===== config.mk =====
export PLATFORM = sky130hd
export DESIGN_NAME = averaging_hysteresis_thermostat
export DESIGN_NICKNAME = d
export VERILOG_FILES = /design/src/design/aht_pkg.sv /design/src/design/aht_div.sv /design/src/design/aht_datapath.sv /design/src/design/aht_ctrl.sv /design/src/design/averaging_hysteresis_thermostat.sv
export SDC_FILE = /design/constraint.sdc
export NUM_CORES = 1
export LEC_CHECK = 0
export BUFFER_PORTS_ARGS = -buffer_cell sky130_fd_sc_hd__buf_4
export CORE_MARGIN = 2
export CORE_UTILIZATION = 38
export DETAILED_ROUTE_END_ITERATION = 12
export SETUP_SLACK_MARGIN = 0.5
export SYNTH_ARGS = -nofsm -noshare
export SYNTH_HDL_FRONTEND = slang
export SYNTH_HIERARCHICAL = 1
export SYNTH_SLANG_ARGS = --single-unit

===== constraint.sdc =====
create_clock -name clk -period 6.4 [get_ports clk]
set_input_delay 0.32 -clock clk [delete_from_list [all_inputs] [get_ports clk]]
set_output_delay 0.32 -clock clk [all_outputs]
set_load 0.01 [all_outputs]

===== src/design/aht_pkg.sv =====
// Shared constants and types for the averaging hysteresis thermostat.
// Holds register indexes, reset values, field widths and the
// controller/datapath command and status bundles. No dependencies.
package aht_pkg;

  // Default build-time sizes
  localparam int SPR_DEFAULT = 10;
  localparam int WINDOW_DEPTH_DEFAULT = 8;

  // Fixed field widths
  localparam int ADC_BITS = 10;
  localparam int TS_W = 32;
  localparam int TEMP_W = 11;
  localparam logic [TEMP_W-1:0] TEMP_MAX = 11'd2047;

  // Conversion: sum * CONV_MUL / (64 * samples per reading)
  localparam int CONV_MUL_W = 7;
  localparam logic [CONV_MUL_W-1:0] CONV_MUL = 7'd110;
  localparam int CONV_SHIFT = 6;

  // Configuration port
  localparam int CFG_IDX_W = 3;
  localparam int CFG_DATA_W = 16;
  localparam int LEN_W = 4;
  localparam int GAP_W = 16;

  localparam logic [CFG_IDX_W-1:0] REG_START_TH = 3'd0;
  localparam logic [CFG_IDX_W-1:0] REG_STOP_TH  = 3'd1;
  localparam logic [CFG_IDX_W-1:0] REG_COOLING  = 3'd2;
  localparam logic [CFG_IDX_W-1:0] REG_AVG_EN   = 3'd3;
  localparam logic [CFG_IDX_W-1:0] REG_WIN_LEN  = 3'd4;
  localparam logic [CFG_IDX_W-1:0] REG_GAP_LIM  = 3'd5;

  localparam logic [TEMP_W-1:0] START_TH_RST = 11'd400;
  localparam logic [TEMP_W-1:0] STOP_TH_RST  = 11'd480;
  localparam logic [LEN_W-1:0]  WIN_LEN_RST  = 4'd5;
  localparam logic [GAP_W-1:0]  GAP_LIM_RST  = 16'd5000;

  // Stream payload widths
  localparam int S_DATA_W = 48;
  localparam int M_DATA_W = 16;

  typedef struct packed {
    logic take;        // accept one input beat into the burst
    logic conv_start;  // register the scaled burst sum
    logic conv_latch;  // capture converted temperature
    logic win_write;   // push into the window, arm the read sweep
    logic sum_run;     // step the window read sweep
    logic avg_start;   // launch window-average division
    logic avg_latch;   // capture averaged temperature on divider done
    logic decide;      // run hysteresis, load output register
  } aht_cmd_t;

  typedef struct packed {
    logic burst_last;  // next accepted sample completes the burst
    logic avg_en;      // averaging enabled
    logic div_done;    // divider finished this cycle
    logic sum_done;    // window sweep complete
    logic out_free;    // output register can take a beat
  } aht_status_t;

endpackage


===== src/design/aht_div.sv =====
// Restoring divider, one quotient bit per cycle.
// Uses no package items; instantiated by aht_datapath.
module aht_div #(
  parameter int N = 15,
  parameter int D = 5
) (
  input  logic         clk,
  input  logic         rst,
  input  logic         start,
  input  logic [N-1:0] dividend,
  input  logic [D-1:0] divisor,
  output logic [N-1:0] quotient,
  output logic         done
);

  localparam int CNT_W = $clog2(N + 1);

  logic             busy;
  logic [CNT_W-1:0] cnt;
  logic [N-1:0]     q;
  logic [D-1:0]     rem;
  logic [D-1:0]     dvs;
  logic [D:0]       trial;
  logic [D:0]       diff;
  logic             ge;
  logic [D-1:0]     rem_next;

  always_comb begin
    trial = {rem, q[N-1]};
    ge = trial >= {1'b0, dvs};
    diff = trial - {1'b0, dvs};
    rem_next = ge ? diff[D-1:0] : trial[D-1:0];
  end

  always_ff @(posedge clk) begin
    if (rst) begin
      busy <= 1'b0;
      done <= 1'b0;
      cnt <= '0;
    end else begin
      done <= 1'b0;
      if (start) begin
        busy <= 1'b1;
        cnt <= CNT_W'(N);
      end else if (busy) begin
        cnt <= cnt - 1'b1;
        if (cnt == CNT_W'(1)) begin
          busy <= 1'b0;
          done <= 1'b1;
        end
      end
    end
  end

  always_ff @(posedge clk) begin
    if (start) begin
      q <= dividend;
      rem <= '0;
      dvs <= divisor;
    end else if (busy) begin
      rem <= rem_next;
      q <= {q[N-2:0], ge};
    end
  end

  assign quotient = q;

`ifndef SYNTHESIS
  a_no_restart: assert property (@(posedge clk) disable iff (rst) start |-> !busy)
    else $error("divider restarted while busy");
  a_busy_cnt: assert property (@(posedge clk) disable iff (rst) busy |-> cnt != '0)
    else $error("divider busy with empty count");
`endif

endmodule


===== src/design/aht_datapath.sv =====
// Datapath: burst accumulator, conversion, averaging window, hysteresis
// and output register. Depends on aht_pkg and aht_div.
module aht_datapath
  import aht_pkg::*;
#(
  parameter int SAMPLES_PER_READING = SPR_DEFAULT,
  parameter int WINDOW_DEPTH = WINDOW_DEPTH_DEFAULT
) (
  input  logic                  clk,
  input  logic                  rst,
  input  aht_cmd_t              cmd,
  output aht_status_t           status,
  input  logic [S_DATA_W-1:0]   s_tdata,
  output logic                  m_tvalid,
  input  logic                  m_tready,
  output logic [M_DATA_W-1:0]   m_tdata,
  input  logic                  cfg_valid,
  output logic                  cfg_ready,
  input  logic [CFG_IDX_W-1:0]  cfg_index,
  input  logic [CFG_DATA_W-1:0] cfg_data
);

  localparam int SPR = SAMPLES_PER_READING;
  localparam int WD = WINDOW_DEPTH;
  localparam int SUM_W = $clog2(SPR * ((1 << ADC_BITS) - 1) + 1);
  localparam int CNT_W = $clog2(SPR + 1);
  localparam int PROD_W = SUM_W + CONV_MUL_W;
  localparam int CONV_W = PROD_W - CONV_SHIFT;
  localparam int ACC_W = $clog2(WD * 2047 + 1);
  localparam int DIV_W = ACC_W;
  localparam int FILL_W = $clog2(WD + 1);
  localparam int HEAD_W = (WD > 1) ? $clog2(WD) : 1;
  localparam int DVS_W = FILL_W;
  // Divide by the burst length as a multiply by its rounded-up reciprocal;
  // the extra fraction bits keep the quotient exact over the full range.
  localparam int RECIP_SHIFT = CONV_W + 5;
  localparam int RECIP_W = RECIP_SHIFT + 1;
  localparam logic [RECIP_W-1:0] RECIP = RECIP_W'(((1 << RECIP_SHIFT) + SPR - 1) / SPR);
  localparam int RPROD_W = CONV_W + RECIP_W;
  localparam int CQ_W = RPROD_W - RECIP_SHIFT;

  // Configuration registers
  logic [TEMP_W-1:0] start_th;
  logic [TEMP_W-1:0] stop_th;
  logic              cooling;
  logic              avg_en;
  logic [LEN_W-1:0]  win_len;
  logic [GAP_W-1:0]  gap_lim;

  logic [SUM_W-1:0]  burst_sum;
  logic [CNT_W-1:0]  burst_count;
  logic [SUM_W-1:0]  burst_total;
  logic [TS_W-1:0]   reading_ts;
  logic [TEMP_W-1:0] temp;
  logic              run_flag;

  logic [TEMP_W-1:0] win_mem [WD];
  logic [FILL_W-1:0] win_fill;
  logic [HEAD_W-1:0] win_head;
  logic [TS_W-1:0]   last_ms;

  logic [HEAD_W-1:0] rd_idx;
  logic [FILL_W-1:0] rd_left;
  logic              rd_valid;
  logic [TEMP_W-1:0] rd_data;
  logic [ACC_W-1:0]  acc;
  logic [FILL_W-1:0] use_q;

  logic [ADC_BITS-1:0] sample;
  logic [TS_W-1:0]     sample_ts;
  logic [SUM_W-1:0]    total;
  logic [PROD_W-1:0]   prod;
  logic [CONV_W-1:0]   conv_y;
  logic [RPROD_W-1:0]  rprod;
  logic [CQ_W-1:0]     conv_q;
  logic [TS_W-1:0]     gap;
  logic                gap_hit;
  logic [FILL_W-1:0]   fill_base;
  logic [HEAD_W-1:0]   head_base;
  logic [FILL_W-1:0]   fill_next;
  logic [HEAD_W-1:0]   head_next;
  logic [LEN_W:0]      len_sat;
  logic [FILL_W-1:0]   len_fw;
  logic [FILL_W-1:0]   use_n;
  logic [HEAD_W-1:0]   rd_idx_next;

  logic              div_start;
  logic [DIV_W-1:0]  div_dividend;
  logic [DVS_W-1:0]  div_divisor;
  logic [DIV_W-1:0]  div_quot;
  logic              div_done;
  logic [TEMP_W-1:0] conv_temp;

  logic              run_next;
  logic              switch_now;

  assign sample = s_tdata[ADC_BITS-1:0];
  assign sample_ts = s_tdata[ADC_BITS +: TS_W];
  assign total = burst_sum + SUM_W'(sample);
  assign prod = PROD_W'(burst_total) * PROD_W'(CONV_MUL);

  assign cfg_ready = 1'b1;

  always_ff @(posedge clk) begin
    if (rst) begin
      start_th <= START_TH_RST;
      stop_th <= STOP_TH_RST;
      cooling <= 1'b0;
      avg_en <= 1'b0;
      win_len <= WIN_LEN_RST;
      gap_lim <= GAP_LIM_RST;
    end else if (cfg_valid) begin
      unique case (cfg_index)
        REG_START_TH: start_th <= cfg_data[TEMP_W-1:0];
        REG_STOP_TH:  stop_th <= cfg_data[TEMP_W-1:0];
        REG_COOLING:  cooling <= cfg_data[0];
        REG_AVG_EN:   avg_en <= cfg_data[0];
        REG_WIN_LEN:  win_len <= cfg_data[LEN_W-1:0];
        REG_GAP_LIM:  gap_lim <= cfg_data[GAP_W-1:0];
        default: ;
      endcase
    end
  end

  // Burst accumulation
  always_ff @(posedge clk) begin
    if (rst) begin
      burst_sum <= '0;
      burst_count <= '0;
    end else if (cmd.take) begin
      if (status.burst_last) begin
        burst_sum <= '0;
        burst_count <= '0;
      end else begin
        burst_sum <= total;
        burst_count <= burst_count + 1'b1;
      end
    end
  end

  always_ff @(posedge clk) begin
    if (cmd.take && status.burst_last) begin
      burst_total <= total;
      reading_ts <= sample_ts;
    end
  end

  // Conversion: scale and drop the fraction, then divide by the burst length
  always_ff @(posedge clk) begin
    if (cmd.conv_start) begin
      conv_y <= prod[PROD_W-1:CONV_SHIFT];
    end
  end

  assign rprod = RPROD_W'(conv_y) * RPROD_W'(RECIP);
  assign conv_q = rprod[RPROD_W-1:RECIP_SHIFT];
  assign conv_temp = (conv_q > CQ_W'(TEMP_MAX)) ? TEMP_MAX : conv_q[TEMP_W-1:0];

  // Divider for the window average
  assign div_start = cmd.avg_start;
  assign div_dividend = DIV_W'(acc);
  assign div_divisor = DVS_W'(use_q);

  aht_div #(
    .N(DIV_W),
    .D(DVS_W)
  ) u_div (
    .clk(clk),
    .rst(rst),
    .start(div_start),
    .dividend(div_dividend),
    .divisor(div_divisor),
    .quotient(div_quot),
    .done(div_done)
  );

  always_ff @(posedge clk) begin
    if (cmd.conv_latch) begin
      temp <= conv_temp;
    end else if (div_done && cmd.avg_latch) begin
      temp <= div_quot[TEMP_W-1:0];
    end
  end

  // Window bookkeeping
  always_comb begin
    gap = reading_ts - last_ms;
    gap_hit = gap > TS_W'(gap_lim);
    fill_base = gap_hit ? '0 : win_fill;
    head_base = gap_hit ? '0 : win_head;
    fill_next = (fill_base < FILL_W'(WD)) ? fill_base + 1'b1 : fill_base;
    head_next = (head_base == HEAD_W'(WD - 1)) ? '0 : head_base + 1'b1;
    if (win_len == '0) begin
      len_sat = (LEN_W + 1)'(1);
    end else if ({1'b0, win_len} > (LEN_W + 1)'(WD)) begin
      len_sat = (LEN_W + 1)'(WD);
    end else begin
      len_sat = {1'b0, win_len};
    end
    len_fw = FILL_W'(len_sat);
    use_n = (fill_next < len_fw) ? fill_next : len_fw;
    rd_idx_next = (rd_idx == '0) ? HEAD_W'(WD - 1) : rd_idx - 1'b1;
  end

  always_ff @(posedge clk) begin
    if (rst) begin
      win_fill <= '0;
      win_head <= '0;
      last_ms <= '0;
      rd_left <= '0;
      rd_valid <= 1'b0;
    end else if (cmd.win_write) begin
      win_fill <= fill_next;
      win_head <= head_next;
      last_ms <= reading_ts;
      rd_left <= use_n;
      rd_valid <= 1'b0;
    end else if (cmd.sum_run) begin
      rd_valid <= rd_left != '0;
      if (rd_left != '0) begin
        rd_left <= rd_left - 1'b1;
      end
    end
  end

  always_ff @(posedge clk) begin
    if (cmd.win_write) begin
      win_mem[head_base] <= temp;
    end
  end

  always_ff @(posedge clk) begin
    if (cmd.sum_run && rd_left != '0) begin
      rd_data <= win_mem[rd_idx];
    end
  end

  // Sweep newest to oldest and accumulate
  always_ff @(posedge clk) begin
    if (cmd.win_write) begin
      rd_idx <= head_base;
      acc <= '0;
      use_q <= use_n;
    end else if (cmd.sum_run) begin
      if (rd_left != '0) begin
        rd_idx <= rd_idx_next;
      end
      if (rd_valid) begin
        acc <= acc + ACC_W'(rd_data);
      end
    end
  end

  // Hysteresis and output register
  always_comb begin
    if (!run_flag) begin
      switch_now = cooling ? (temp >= start_th) : (temp <= start_th);
    end else begin
      switch_now = cooling ? (temp <= stop_th) : (temp >= stop_th);
    end
    run_next = run_flag ^ switch_now;
  end

  always_ff @(posedge clk) begin
    if (rst) begin
      run_flag <= 1'b0;
      m_tvalid <= 1'b0;
    end else if (cmd.decide) begin
      run_flag <= run_next;
      m_tvalid <= 1'b1;
    end else if (m_tready) begin
      m_tvalid <= 1'b0;
    end
  end

  always_ff @(posedge clk) begin
    if (cmd.decide) begin
      m_tdata <= M_DATA_W'({switch_now, run_next, temp});
    end
  end

  always_comb begin
    status.burst_last = burst_count == CNT_W'(SPR - 1);
    status.avg_en = avg_en;
    status.div_done = div_done;
    status.sum_done = (rd_left == '0) && !rd_valid;
    status.out_free = !m_tvalid || m_tready;
  end

`ifndef SYNTHESIS
  a_fill_bound: assert property (@(posedge clk) disable iff (rst)
    win_fill <= FILL_W'(WD))
    else $error("window fill beyond depth");
  a_sweep_bound: assert property (@(posedge clk) disable iff (rst)
    rd_left <= win_fill)
    else $error("window sweep longer than fill");
  a_out_load: assert property (@(posedge clk) disable iff (rst)
    cmd.decide |=> m_tvalid && (m_tdata[TEMP_W] == run_flag))
    else $error("result beat not presented with run state");
`endif

endmodule


===== src/design/aht_ctrl.sv =====
// Controller state machine sequencing burst, conversion, window and decision.
// Depends on aht_pkg for the command and status bundles.
module aht_ctrl
  import aht_pkg::*;
(
  input  logic        clk,
  input  logic        rst,
  input  logic        s_tvalid,
  output logic        s_tready,
  input  aht_status_t status,
  output aht_cmd_t    cmd
);

  typedef enum logic [7:0] {
    ST_IDLE      = 8'b0000_0001,
    ST_CONV_GO   = 8'b0000_0010,
    ST_CONV_WAIT = 8'b0000_0100,
    ST_WIN_WR    = 8'b0000_1000,
    ST_SUM       = 8'b0001_0000,
    ST_AVG_GO    = 8'b0010_0000,
    ST_AVG_WAIT  = 8'b0100_0000,
    ST_DECIDE    = 8'b1000_0000
  } state_t;

  state_t state;
  state_t state_next;

  assign s_tready = state == ST_IDLE;

  always_comb begin
    state_next = state;
    cmd = '0;
    unique case (state)
      ST_IDLE: begin
        cmd.take = s_tvalid;
        if (s_tvalid && status.burst_last) begin
          state_next = ST_CONV_GO;
        end
      end
      ST_CONV_GO: begin
        cmd.conv_start = 1'b1;
        state_next = ST_CONV_WAIT;
      end
      ST_CONV_WAIT: begin
        cmd.conv_latch = 1'b1;
        state_next = status.avg_en ? ST_WIN_WR : ST_DECIDE;
      end
      ST_WIN_WR: begin
        cmd.win_write = 1'b1;
        state_next = ST_SUM;
      end
      ST_SUM: begin
        cmd.sum_run = 1'b1;
        if (status.sum_done) begin
          state_next = ST_AVG_GO;
        end
      end
      ST_AVG_GO: begin
        cmd.avg_start = 1'b1;
        state_next = ST_AVG_WAIT;
      end
      ST_AVG_WAIT: begin
        cmd.avg_latch = 1'b1;
        if (status.div_done) begin
          state_next = ST_DECIDE;
        end
      end
      ST_DECIDE: begin
        if (status.out_free) begin
          cmd.decide = 1'b1;
          state_next = ST_IDLE;
        end
      end
      default: state_next = ST_IDLE;
    endcase
  end

  always_ff @(posedge clk) begin
    if (rst) begin
      state <= ST_IDLE;
    end else begin
      state <= state_next;
    end
  end

endmodule


===== src/design/averaging_hysteresis_thermostat.sv =====
// Top level of the averaging hysteresis thermostat.
// Depends on aht_pkg, aht_ctrl and aht_datapath (which holds aht_div).
//
// Raw sensor samples enter one per beat; every SAMPLES_PER_READING-th sample
// closes a burst and yields one result beat (temperature in 1/16 degree, run
// state, changed flag), all other samples yield nothing. No new sample is
// taken while a closing sample is converted, averaged and decided; without
// averaging the conversion leads straight to the decision. The burst
// conversion is a constant scale followed by a multiply with the reciprocal
// of the burst length, registered in between, while a restoring divider
// DIV_W bits wide (14 bits at the default sizes) producing one quotient bit
// per cycle forms the window average, and the window is read one entry per
// cycle from its memory. The output is registered, so new samples are taken
// while a result beat waits; a second reading waits only if the first is
// still not taken. The window memory needs no clearing after reset. Write
// configuration only while no reading is in progress.
module averaging_hysteresis_thermostat
  import aht_pkg::*;
#(
  parameter int SAMPLES_PER_READING = SPR_DEFAULT,
  parameter int WINDOW_DEPTH = WINDOW_DEPTH_DEFAULT
) (
  input  logic                  clk,
  input  logic                  rst,
  // Sample stream
  input  logic                  s_tvalid,
  output logic                  s_tready,
  input  logic [S_DATA_W-1:0]   s_tdata,   // [9:0] adc_sample, [41:10] timestamp_ms, rest zero
  // Result stream
  output logic                  m_tvalid,
  input  logic                  m_tready,
  output logic [M_DATA_W-1:0]   m_tdata,   // [10:0] temperature, [11] running, [12] changed
  // Register writes
  input  logic                  cfg_valid,
  output logic                  cfg_ready,
  input  logic [CFG_IDX_W-1:0]  cfg_index,
  input  logic [CFG_DATA_W-1:0] cfg_data
);

  aht_cmd_t    cmd;
  aht_status_t status;

  // Sequence each reading: accumulate, convert, window, decide
  aht_ctrl u_ctrl (
    .clk(clk),
    .rst(rst),
    .s_tvalid(s_tvalid),
    .s_tready(s_tready),
    .status(status),
    .cmd(cmd)
  );

  // Hold all arithmetic, storage, registers and the result beat
  aht_datapath #(
    .SAMPLES_PER_READING(SAMPLES_PER_READING),
    .WINDOW_DEPTH(WINDOW_DEPTH)
  ) u_datapath (
    .clk(clk),
    .rst(rst),
    .cmd(cmd),
    .status(status),
    .s_tdata(s_tdata),
    .m_tvalid(m_tvalid),
    .m_tready(m_tready),
    .m_tdata(m_tdata),
    .cfg_valid(cfg_valid),
    .cfg_ready(cfg_ready),
    .cfg_index(cfg_index),
    .cfg_data(cfg_data)
  );

endmodule

==> results.json <==
{
  "status": "finished, final reports clean",
  "yosysTopAreaCell": "sky130_fd_sc_hd__edfxtp_1",
  "max-cap-violations": 0,
  "asyncSetResetFlopFracSynth_pct": 0,
  "mappedNetlistArea_mm2": 0.0226,
  "path_class": "reg -> reg",
  "timing.critical_path.mode_cell": "sky130_fd_sc_hd__a21o_1",
  "dr.first_iter.drc_count": 871,
  "antenna_found_initial": 0,
  "final_core_utilization_pct": 44.8,
  "cellLeakagePower_nw": 10.8,
  "cts_max_level": 2,
  "core_area_mm2": 0.0589,
  "yosys.area_share.xor_xnor_pct": 2.79,
  "seq_area_frac_synth_pct": 40.2,
  "worst_pin_slew_ps": 1150,
  "numClockSinks": 349,
  "fin_tns_setup_ps": 0,
  "peakVddDrop_mv": 0.201,
  "worst_skew_pair.late_latency_ps": 570,
  "grt_util_all_layers_pct": 17.0,
  "fmax_mhz": 163,
  "die_x_um": 248,
  "critical_path.slowest_cell": "sky130_fd_sc_hd__a2111o_1",
  "synthesis.yosys.warnings": 6,
  "area.sequential_mm2": 0.00908,
  "fin_crit_ps": 6150,
  "dp_hpwl_um": 37800,
  "grt_setup_unrepaired": "yes",
  "numCtsBuffers": 41,
  "grt_pass1_vias": 16200,
  "layout.cells.most_common_list": "sky130_fd_sc_hd__inv_1 (277), sky130_fd_sc_hd__ha_1 (244), sky130_fd_sc_hd__edfxtp_1 (209)",
  "mux_share_of_post_synthesis_cell_area_pct": 5.77,
  "post_synth_main_area_contributors": "sky130_fd_sc_hd__edfxtp_1 (28%), sky130_fd_sc_hd__ha_1 (14%), sky130_fd_sc_hd__dfxtp_1 (12%), sky130_fd_sc_hd__fa_1 (8.2%), sky130_fd_sc_hd__inv_1 (4.7%)",
  "ys_types": 94,
  "worst_path_dominant_cell_family": "compound AO/OA/AOI/OAI gates",
  "synth_top_area_share_pct": 27.8,
  "cts_tree": "built",
  "drc_markers": 0,
  "crit_required_ps": 6710,
  "num-fill-cells": 5413,
  "synth_compound_area_share_pct": 11.3,
  "hp-class": "in -> reg",
  "crit_path_start_kind": "flip-flop",
  "grt_overflow": 0,
  "route.antenna.remaining_nets": 0,
  "clock_power_share_pct": 43.6,
  "combPwrFrac_pct": 9.3,
  "critPathMaxStageDelay_ps": 410,
  "synthesized_instance_count": 2131,
  "timing.final.ws_setup_ps": 253,
  "finish.instance_area_mm2": 0.0264,
  "place_area_mm2": 0.0242,
  "die-height_um": 248,
  "finalCritPeriodShare_pct": 96.1,
  "post_synth_fa_ha_maj_area_fraction_pct": 22.4,
  "combinational_family_with_the_most_area_after_synthesis": "adder cells",
  "drive_above_1_share_pct": 13.9,
  "drt_pass1_iterations": 6,
  "cp_data_arrival_time_ps": 6460,
  "area_of_combinational_cells_with_multiple_inputs_mm2": 0.0125,
  "netSwitchingPower_mw": 1.22,
  "avgSynthCellArea_um2": 10.6,
  "netSwitchingFraction_pct": 23.7,
  "post_synth_and_or_nand_nor_area_fraction_pct": 11.6,
  "cts.clk_slew.worst_paths_ps": 60,
  "fin_total_pwr_mw": 5.14,
  "internal_power_mw": 3.92,
  "start_util_pct": 38.3,
  "floorplan.die_area_mm2": 0.0614,
  "n_antenna_cell": 0,
  "yosys_register_bits": 349,
  "place_inst": 2956,
  "hold-worst-slack_ps": 42.4,
  "synth_edf_count": 209,
  "clock_skew_ps": 22.7,
  "synth_ff_type": "sky130_fd_sc_hd__edfxtp_1",
  "grt_start_max_net_pins": 68,
  "timing.critical_path.buf_inv": 4,
  "setup.worst_path.end_class": "flip-flop",
  "placementRows": 89,
  "layout_commonest_cell": "sky130_fd_sc_hd__inv_1",
  "place.port_buffers": 80,
  "final_net_count": 2719,
  "place_ws_ps": 34.8,
  "timing.final.setup_violations": 0,
  "report.final.hold_viol_count": 0,
  "slew-limit-headroom_pct": 23.2,
  "slew_violations": 0,
  "clockRootBuffer": "sky130_fd_sc_hd__clkbuf_16",
  "routed-via-count": 15900,
  "p_seq_share_pct": 47.1,
  "flow.area_growth_from_synthesis_pct": 16.9,
  "layout.cells.non_filler": 3101,
  "path_max_fanout": 6,
  "drt-total-wl_um": 51100,
  "clock_tree.buffer_depth": 3,
  "via_per_inst": 5.11,
  "finalWeightedCongestion": 0.912,
  "first_pass_grt_wire_length_um": 83300,
  "power_density_mw_per_mm2": 195,
  "io-pin-count": 91,
  "final_routed_wire_length_divided_by_cell_count_um": 16.5
}
[cell families (layout without fill, tap and decap cells)]
group,count (synthesis),count (layout)
other cells,2,4
buf+inv,343,538
fa+ha+maj,349,349
xor+xnor,72,72
simple gates,533,533
compound gates,384,384
mux,99,99
flops,349,349
[metal layers]
layer / global-route usage, % / up-vias / share of wire [%]
met4: 5.67 / 0 / 2.7
met3: 2.54 / 73 / 4.0
met1: 22.6 / 7644 / 46
met2: 28.3 / 312 / 47
met5: 0 / - / 0
li1: - / 7830 / -
[repair_timing]
action,in CTS,in global routing
hold buffers,43,0
pin swaps,22,23
setup buffers,16,13
resized for setup,23,21
gates cloned,0,0
setup endpoints to repair,17,30
endpoints found under the hold margin,48,0
[cell usage after synthesis, types with 6 or more instances]
| library cell | instances |
|---|---|
| sky130_fd_sc_hd__inv_1 | 284 |
| sky130_fd_sc_hd__ha_1 | 256 |
| sky130_fd_sc_hd__edfxtp_1 | 209 |
| sky130_fd_sc_hd__nor2_1 | 175 |
| sky130_fd_sc_hd__dfxtp_1 | 140 |
| sky130_fd_sc_hd__nand2_1 | 134 |
| sky130_fd_sc_hd__a21oi_1 | 132 |
| sky130_fd_sc_hd__fa_1 | 93 |
| sky130_fd_sc_hd__o21ai_0 | 62 |
| sky130_fd_sc_hd__mux2i_1 | 51 |
| sky130_fd_sc_hd__xnor2_1 | 50 |
| sky130_fd_sc_hd__nand3_1 | 36 |
| sky130_fd_sc_hd__clkbuf_1 | 35 |
| sky130_fd_sc_hd__nor3_1 | 34 |
| sky130_fd_sc_hd__a21o_1 | 30 |
| sky130_fd_sc_hd__nor2b_1 | 26 |
| sky130_fd_sc_hd__mux2_2 | 25 |
| sky130_fd_sc_hd__mux4_2 | 22 |
| sky130_fd_sc_hd__xor2_1 | 22 |
| sky130_fd_sc_hd__nand2b_1 | 21 |
| sky130_fd_sc_hd__o21a_1 | 18 |
| sky130_fd_sc_hd__nand4_1 | 17 |
| sky130_fd_sc_hd__a211o_1 | 14 |
| sky130_fd_sc_hd__o211ai_1 | 14 |
| sky130_fd_sc_hd__or3_1 | 14 |
| sky130_fd_sc_hd__a31oi_1 | 13 |
| sky130_fd_sc_hd__a211oi_1 | 12 |
| sky130_fd_sc_hd__and3_1 | 12 |
| sky130_fd_sc_hd__buf_1 | 12 |
| sky130_fd_sc_hd__a21boi_0 | 9 |
| sky130_fd_sc_hd__and2_1 | 9 |
| sky130_fd_sc_hd__nor3b_1 | 8 |
| sky130_fd_sc_hd__nor4_1 | 8 |
| sky130_fd_sc_hd__o22a_1 | 8 |
| sky130_fd_sc_hd__nand3b_1 | 7 |
| sky130_fd_sc_hd__buf_2 | 6 |
| sky130_fd_sc_hd__buf_4 | 6 |
| sky130_fd_sc_hd__o21bai_1 | 6 |
| sky130_fd_sc_hd__or2_2 | 6 |
[power by group through the flow]
stage,clock [mW],sequential [mW],combinational (mW)
floorplan,0,2.46,0.305
global placement,0,2.46,0.411
detailed placement,0,2.47,0.420
CTS,2.32,2.42,0.459
global route,2.41,2.42,0.535
finish,2.24,2.42,0.477
[registers in the layout, summed over array words and instances, names as in the netlist, 4 cells and up]
name	cells
u_datapath/m_tdata	13
u_datapath/win_mem	88
u_datapath/reading_ts	32
u_datapath/temp	11
u_datapath/rd_left	4
u_datapath/acc	14
u_datapath/start_th	11
u_datapath/u_div/dvs	4
u_datapath/u_div/rem	4
u_datapath/win_len	4
u_datapath/last_ms	32
u_datapath/win_fill	4
u_datapath/burst_count	4
u_datapath/burst_total	14
u_ctrl/state	8
u_datapath/rd_data	11
u_datapath/conv_y	15
u_datapath/u_div/cnt	4
u_datapath/gap_lim	16
u_datapath/div_divisor	4
u_datapath/u_div/quotient	14
u_datapath/stop_th	11
u_datapath/burst_sum	14
[area by class of cell]
cell class,count,area share [%]
Multi-Input combinational cell,1441,47.5
Tap cell,773,3.67
Timing Repair Buffer,181,5.56
Clock inverter,15,0.469
Clock buffer,58,4.36
Inverter,284,4.04
Sequential cell,349,34.4
[final timing paths]
kind                                           startpoint                         to  slack [ps]  cells after the start
worst max-delay path             u_datapath/reading_ts[0]  u_datapath/div_divisor[1]         250                     30
worst min-delay path                         cfg_data[10]     u_datapath/gap_lim[10]          40                      3
worst max register to register   u_datapath/reading_ts[0]  u_datapath/div_divisor[1]         250                     30
worst min register to register  u_datapath/div_divisor[3]    u_datapath/u_div/dvs[3]         420                      0
[worst register-to-register path: cells and delay by family (launching register included)]
| family | cells | cell delay, ps |
|---|---|---|
| AOI/OAI and AO/OA | 10 | 2140 |
| xor gates and xnor gates | 1 | 90 |
| adders and majority gates | 5 | 1190 |
| buffers and inverters | 4 | 260 |
| DFF | 1 | 380 |
| muxes | 1 | 150 |
| and+or+nand+nor | 9 | 1680 |
Power figures use the tool's default switching activity.
